[src/sv/gsa_pkg.sv]
`default_nettype none
// ----------------------------------------------------------------------------
// gsa_pkg: shared types and constants of the generational slot allocator
// Opcodes, status codes, and the command and status bundles that pass
// between the controller and the datapath.
// ----------------------------------------------------------------------------
package gsa_pkg;

	localparam int SLOT_COUNT_DEF = 1024;
	localparam int GEN_BITS_DEF   = 16;
	localparam int FRAME_W        = 32;
	localparam int DELAY_W        = 16;
	localparam int OPCODE_W       = 2;
	localparam int STATUS_W       = 2;

	localparam logic [DELAY_W-1:0] DELAY_RESET = DELAY_W'(3);

	typedef enum logic [OPCODE_W-1:0] {
		OP_ALLOC   = 2'd0,
		OP_DESTROY = 2'd1,
		OP_RELEASE = 2'd2,
		OP_CHECK   = 2'd3
	} opcode_t;

	typedef enum logic [STATUS_W-1:0] {
		ST_OK    = 2'd0,
		ST_FULL  = 2'd1,
		ST_STALE = 2'd2,
		ST_RANGE = 2'd3
	} status_t;

	// Which index and generation the result item carries.
	typedef enum logic [2:0] {
		EMIT_NEW     = 3'd0,
		EMIT_REUSE   = 3'd1,
		EMIT_FULL    = 3'd2,
		EMIT_RANGE   = 3'd3,
		EMIT_SLOT    = 3'd4,
		EMIT_RETIRE  = 3'd5,
		EMIT_RELEASE = 3'd6
	} emit_kind_t;

	typedef struct packed {
		logic       latch;
		logic       pop_free;
		logic       new_slot;
		logic       revive;
		logic       retire;
		logic       drain;
		logic       emit;
		status_t    status;
		emit_kind_t kind;
	} cmd_t;

	typedef struct packed {
		logic free_empty;
		logic table_full;
		logic out_of_range;
		logic slot_live;
		logic gen_match;
		logic drain_ok;
	} stat_t;

endpackage

`default_nettype wire

[src/sv/gsa_ctrl.sv]
`default_nettype none
// ----------------------------------------------------------------------------
// gsa_ctrl: controller of the slot allocator
// Sequences each item through its memory reads and writes and issues
// the result strobe.
// ----------------------------------------------------------------------------
module gsa_ctrl (
	input  wire logic                          clk,
	input  wire logic                          arst_n,
	input  wire logic                          start,
	input  wire logic [gsa_pkg::OPCODE_W-1:0]  opcode,
	input  wire gsa_pkg::stat_t                stat,
	output gsa_pkg::cmd_t                      cmd,
	output logic                               busy,
	output logic                               done
);

	import gsa_pkg::*;

	typedef enum logic [5:0] {
		S_IDLE     = 6'b000001,
		S_ALLOC    = 6'b000010,
		S_ALLOC_RD = 6'b000100,
		S_DESTROY  = 6'b001000,
		S_CHECK    = 6'b010000,
		S_RELEASE  = 6'b100000
	} state_t;

	state_t state_q, state_d;
	logic   done_q;

	always_comb begin
		state_d = state_q;
		cmd     = '0;
		cmd.status = ST_OK;
		cmd.kind   = EMIT_RELEASE;
		unique case (state_q)
			S_IDLE: begin
				if (start) begin
					cmd.latch = 1'b1;
					unique case (opcode_t'(opcode))
						OP_ALLOC:   state_d = S_ALLOC;
						OP_DESTROY: state_d = S_DESTROY;
						OP_RELEASE: state_d = S_RELEASE;
						OP_CHECK:   state_d = S_CHECK;
						default:    state_d = S_IDLE;
					endcase
				end
			end
			S_ALLOC: begin
				if (!stat.free_empty) begin
					cmd.pop_free = 1'b1;
					state_d = S_ALLOC_RD;
				end else if (!stat.table_full) begin
					cmd.new_slot = 1'b1;
					cmd.emit = 1'b1;
					cmd.kind = EMIT_NEW;
					state_d = S_IDLE;
				end else begin
					cmd.emit = 1'b1;
					cmd.status = ST_FULL;
					cmd.kind = EMIT_FULL;
					state_d = S_IDLE;
				end
			end
			S_ALLOC_RD: begin
				cmd.revive = 1'b1;
				cmd.emit = 1'b1;
				cmd.kind = EMIT_REUSE;
				state_d = S_IDLE;
			end
			S_DESTROY: begin
				cmd.emit = 1'b1;
				state_d = S_IDLE;
				if (stat.out_of_range) begin
					cmd.status = ST_RANGE;
					cmd.kind = EMIT_RANGE;
				end else if (!stat.slot_live) begin
					cmd.status = ST_STALE;
					cmd.kind = EMIT_SLOT;
				end else begin
					cmd.retire = 1'b1;
					cmd.kind = EMIT_RETIRE;
				end
			end
			S_CHECK: begin
				cmd.emit = 1'b1;
				state_d = S_IDLE;
				if (stat.out_of_range) begin
					cmd.status = ST_RANGE;
					cmd.kind = EMIT_RANGE;
				end else begin
					cmd.status = (stat.slot_live && stat.gen_match) ? ST_OK : ST_STALE;
					cmd.kind = EMIT_SLOT;
				end
			end
			S_RELEASE: begin
				if (stat.drain_ok) begin
					cmd.drain = 1'b1;
				end else begin
					cmd.emit = 1'b1;
					cmd.kind = EMIT_RELEASE;
					state_d = S_IDLE;
				end
			end
			default: begin
				state_d = S_IDLE;
			end
		endcase
	end

	always_ff @(posedge clk or negedge arst_n) begin
		if (!arst_n) begin
			state_q <= S_IDLE;
			done_q  <= 1'b0;
		end else begin
			state_q <= state_d;
			done_q  <= cmd.emit;
		end
	end

	assign busy = (state_q != S_IDLE);
	assign done = done_q;

endmodule

`default_nettype wire

[config.mk]
export PLATFORM = sky130hd
export DESIGN_NAME = gsa_ctrl
export DESIGN_NICKNAME = d
export VERILOG_FILES = /design/src/sv/gsa_pkg.sv /design/src/sv/gsa_ctrl.sv
export SDC_FILE = /design/constraint.sdc
export NUM_CORES = 1
export LEC_CHECK = 0
export ABC_AREA = 1
export BUFFER_PORTS_ARGS = -buffer_cell sky130_fd_sc_hd__clkbuf_2
export CORE_AREA = 2 2 39 41
export DETAILED_ROUTE_END_ITERATION = 6
export DIE_AREA = 0 0 41 43
export GPL_TIMING_DRIVEN = 1
export PLACE_DENSITY = 0.72
export SYNTH_ARGS = -nofsm -noshare
export SYNTH_HDL_FRONTEND = slang
export SYNTH_SLANG_ARGS = --single-unit
[constraint.sdc]
create_clock -name clk -period 1.55 [get_ports clk]
set_input_delay 0.0775 -clock clk [delete_from_list [all_inputs] [get_ports clk]]
set_output_delay 0.0775 -clock clk [all_outputs]
set_load 0.02 [all_outputs]
==> out/qor.csv <==
metric;value;unit
fmax;0.637;GHz
overflow;0;
syn-cell-area;552;µm²
grt_pass1_vias;607;
slew_violations;0;
wirelength;1.36;mm
initial_core_util;0.399;
vias;628;
final_antenna_net_count;0;
cts_max_level;1;
io_buffers;24;
ir_worst_vdd;895;µV
worstHoldPathCells;3;
cts_buffers;3;
gp_congestion;0.739;
crit_path_max_incr_delay;0.56;ns
fin_util;0.606;
status;complete, but fails checks;
fin_crit_sh;1.01;
synthesis.nets;89;
layout-drive-gt1-share;0.487;
clock_skew;0.00507;ns
cts_tree;done;
vias_per_cell;4.79;
dieArea;1760;µm²
synth_seq_cells;7;
timing.rr.start;state_q[0]$_DFFE_PN1P_;
worstSkewPairLatency;0.26;ns
hold_start;opcode[1];
path_common_cell;nor2_2;
start_kind;flop;
avgSynthCellArea;7.07;µm²
drtIter0Drc;3;
worstMarginPinSlew;0.211;ns
drcViolationCount;0;
p_leak;0.472;nW
r2r_setup_slack;0.20;ns
core-area;1380;µm²
path_max_fanout;5;
rows;14;
reg2reg_depth;8;
final_nets;127;
min_period;1.57;ns
synth_warnings;0;
grt_max_degree;8;
crit_chain;buf_4 > nor2_2 > nand3_2 > nor2_2 > a21oi_1 > nand2_1 > clkbuf_8;
min_path_type;in2reg;
slew_headroom;0.860;
antennaDiodeCount;0;
fin_ws;-0.0209;ns
tns;-0.0209;ns
dp_hpwl;1.05;mm
drtPass1Iterations;4;
failed_checks;negative setup slack;
rsz0062_at_grt;true;
synth_cells;78;
crit_start;state_q[0]$_DFFE_PN1P_;
critPathRequiredTime;1.47;ns
cts-root-buf;clkbuf_4;
endpoint_kind;primary output;
synthDistinctLibCells;19;
worstPathArrival;1.49;ns
clkSlewWorstSetupHoldPaths;0.05;ns
post-place-ws;0.184;ns
cts_sinks;7;
track_usage;0.190;
min_to;state_q[4]$_DFFE_PN0P_;
fp.dieW;41;µm
antenna_found_initial;0;
seq_area_frac_synth;0.320;
hold_viol;0;
boundaryPins;25;
synthToLayoutAreaGrowth;51.9;%
wl_per_cell;10.4;µm
maxCapViolations;0;
grt_pass1_wl;2.21;mm
power.density;1480;nW/µm²
crit_type;reg2out;
finalSetupViolCount;1;
fp.dieH;43;µm
regToRegEndpoint;state_q[3]$_DFFE_PN0P_;
clock_path_buffers;2;
crit_slowest_cell;dfstp_2;
[layout make-up]
class / instances / area [µm²]
multi-input cells: 55 / 339
inverters: 16 / 60.1
clock buffers: 4 / 26.3
fillers: 141 / 546
repair buffers: 33 / 215
well taps: 16 / 20.0
flip-flops and latches: 7 / 178
[Yosys cell counts]
master     n  area share
a21oi_1    2       0.018
dfrtp_1    6        0.27
dfstp_2    1       0.048
inv_1     14       0.095
inv_2      2       0.014
nand2_1   14       0.095
nand2_2    1       0.011
nand3_1    3       0.027
nand3_2    2       0.036
nand3_4    1       0.032
nand4_1    5       0.057
nand4_2    1       0.023
nor2_1    12       0.082
nor2_2     4       0.045
nor2_4     4       0.082
nor3_1     1      0.0091
o211ai_1   1       0.014
o21ai_0    3       0.027
o31ai_1    1       0.014
[worst max-delay path by stage]
stage                        end  cells after the start
final                     cmd[2]                      7
after global placement    cmd[3]                      4
after global routing      cmd[1]                      7
after detailed placement  cmd[3]                      4
after floorplan           cmd[3]                      3
after CTS                 cmd[0]                      6
[what timing repair did]
item	in CTS	in global routing
pin swaps	6	1
resized for setup	9	10
hold endpoints to repair	7	0
setup endpoints to repair	7	7
hold buffers	1	0
setup buffers	7	1
[per-stage QoR]
step / instance area [µm²] / total power, W / std cells / hold slack, ns
5_1_grt: 838 / 0.00134 / 131 / 0.0751
2_1_floorplan: 552 / 0.000727 / 78 / -0.218
4_1_cts: 812 / 0.00120 / 130 / 0.0398
6_report: 838 / 0.00124 / 131 / 0.0457
3_3_place_gp: 692 / 0.000872 / 118 / -0.0798
3_5_place_dp: 692 / 0.000885 / 118 / -0.0758
[critical path: cells and delay by family (launching register included)]
kind	cells	cell delay, ns
buffers and inverters	2	0.27
AO/OA/AOI/OAI	1	0.12
flip-flops	1	0.56
AND/OR/NAND/NOR	4	0.28
[cell families (layout without fill, tap and decap cells)]
logic type | count (synthesis) | in the layout | share of synthesized area
AOI/OAI and AO/OA | 7 | 7 | 0.0726
buffers and inverters | 16 | 53 | 0.109
DFF | 7 | 7 | 0.320
and+or+nand+nor | 48 | 48 | 0.499
[sequential cells by signal, indices dropped and copies added (netlist names)]
register / cells
done: 1
state_q: 6
[layout by cell type, fill, tap and decap left out, types with 2 or more instances in the layout]
master and count:
clkbuf_8 2, buf_4 10, o21ai_0 2, clkbuf_4 4, nor2_4 5, nor2_2 4, buf_2 2, inv_1 14
clkbuf_2 17, dfrtp_1 5, nand2_1 13, nand4_1 5, nand3_2 3, nand3_1 2, nor2_1 11, inv_2 2
[metal layers]
layer  wire length, µm  vias to the layer above  global-route usage
met3               102                        3              0.0471
met5                 0                        -                   0
met4                26                        0               0.100
met2               710                       27               0.338
li1                  -                      327                   -
met1               525                      271               0.183
[report_power, final]
part / total (W) / internal (W) / switching, W
Clock: 0.000168 / 0.0000984 / 0.0000696
Combinational: 0.000786 / 0.000338 / 0.000447
Sequential: 0.000287 / 0.000238 / 0.0000492
Total: 0.00124 / 0.000675 / 0.000566
Power figures use the tool's default switching activity.
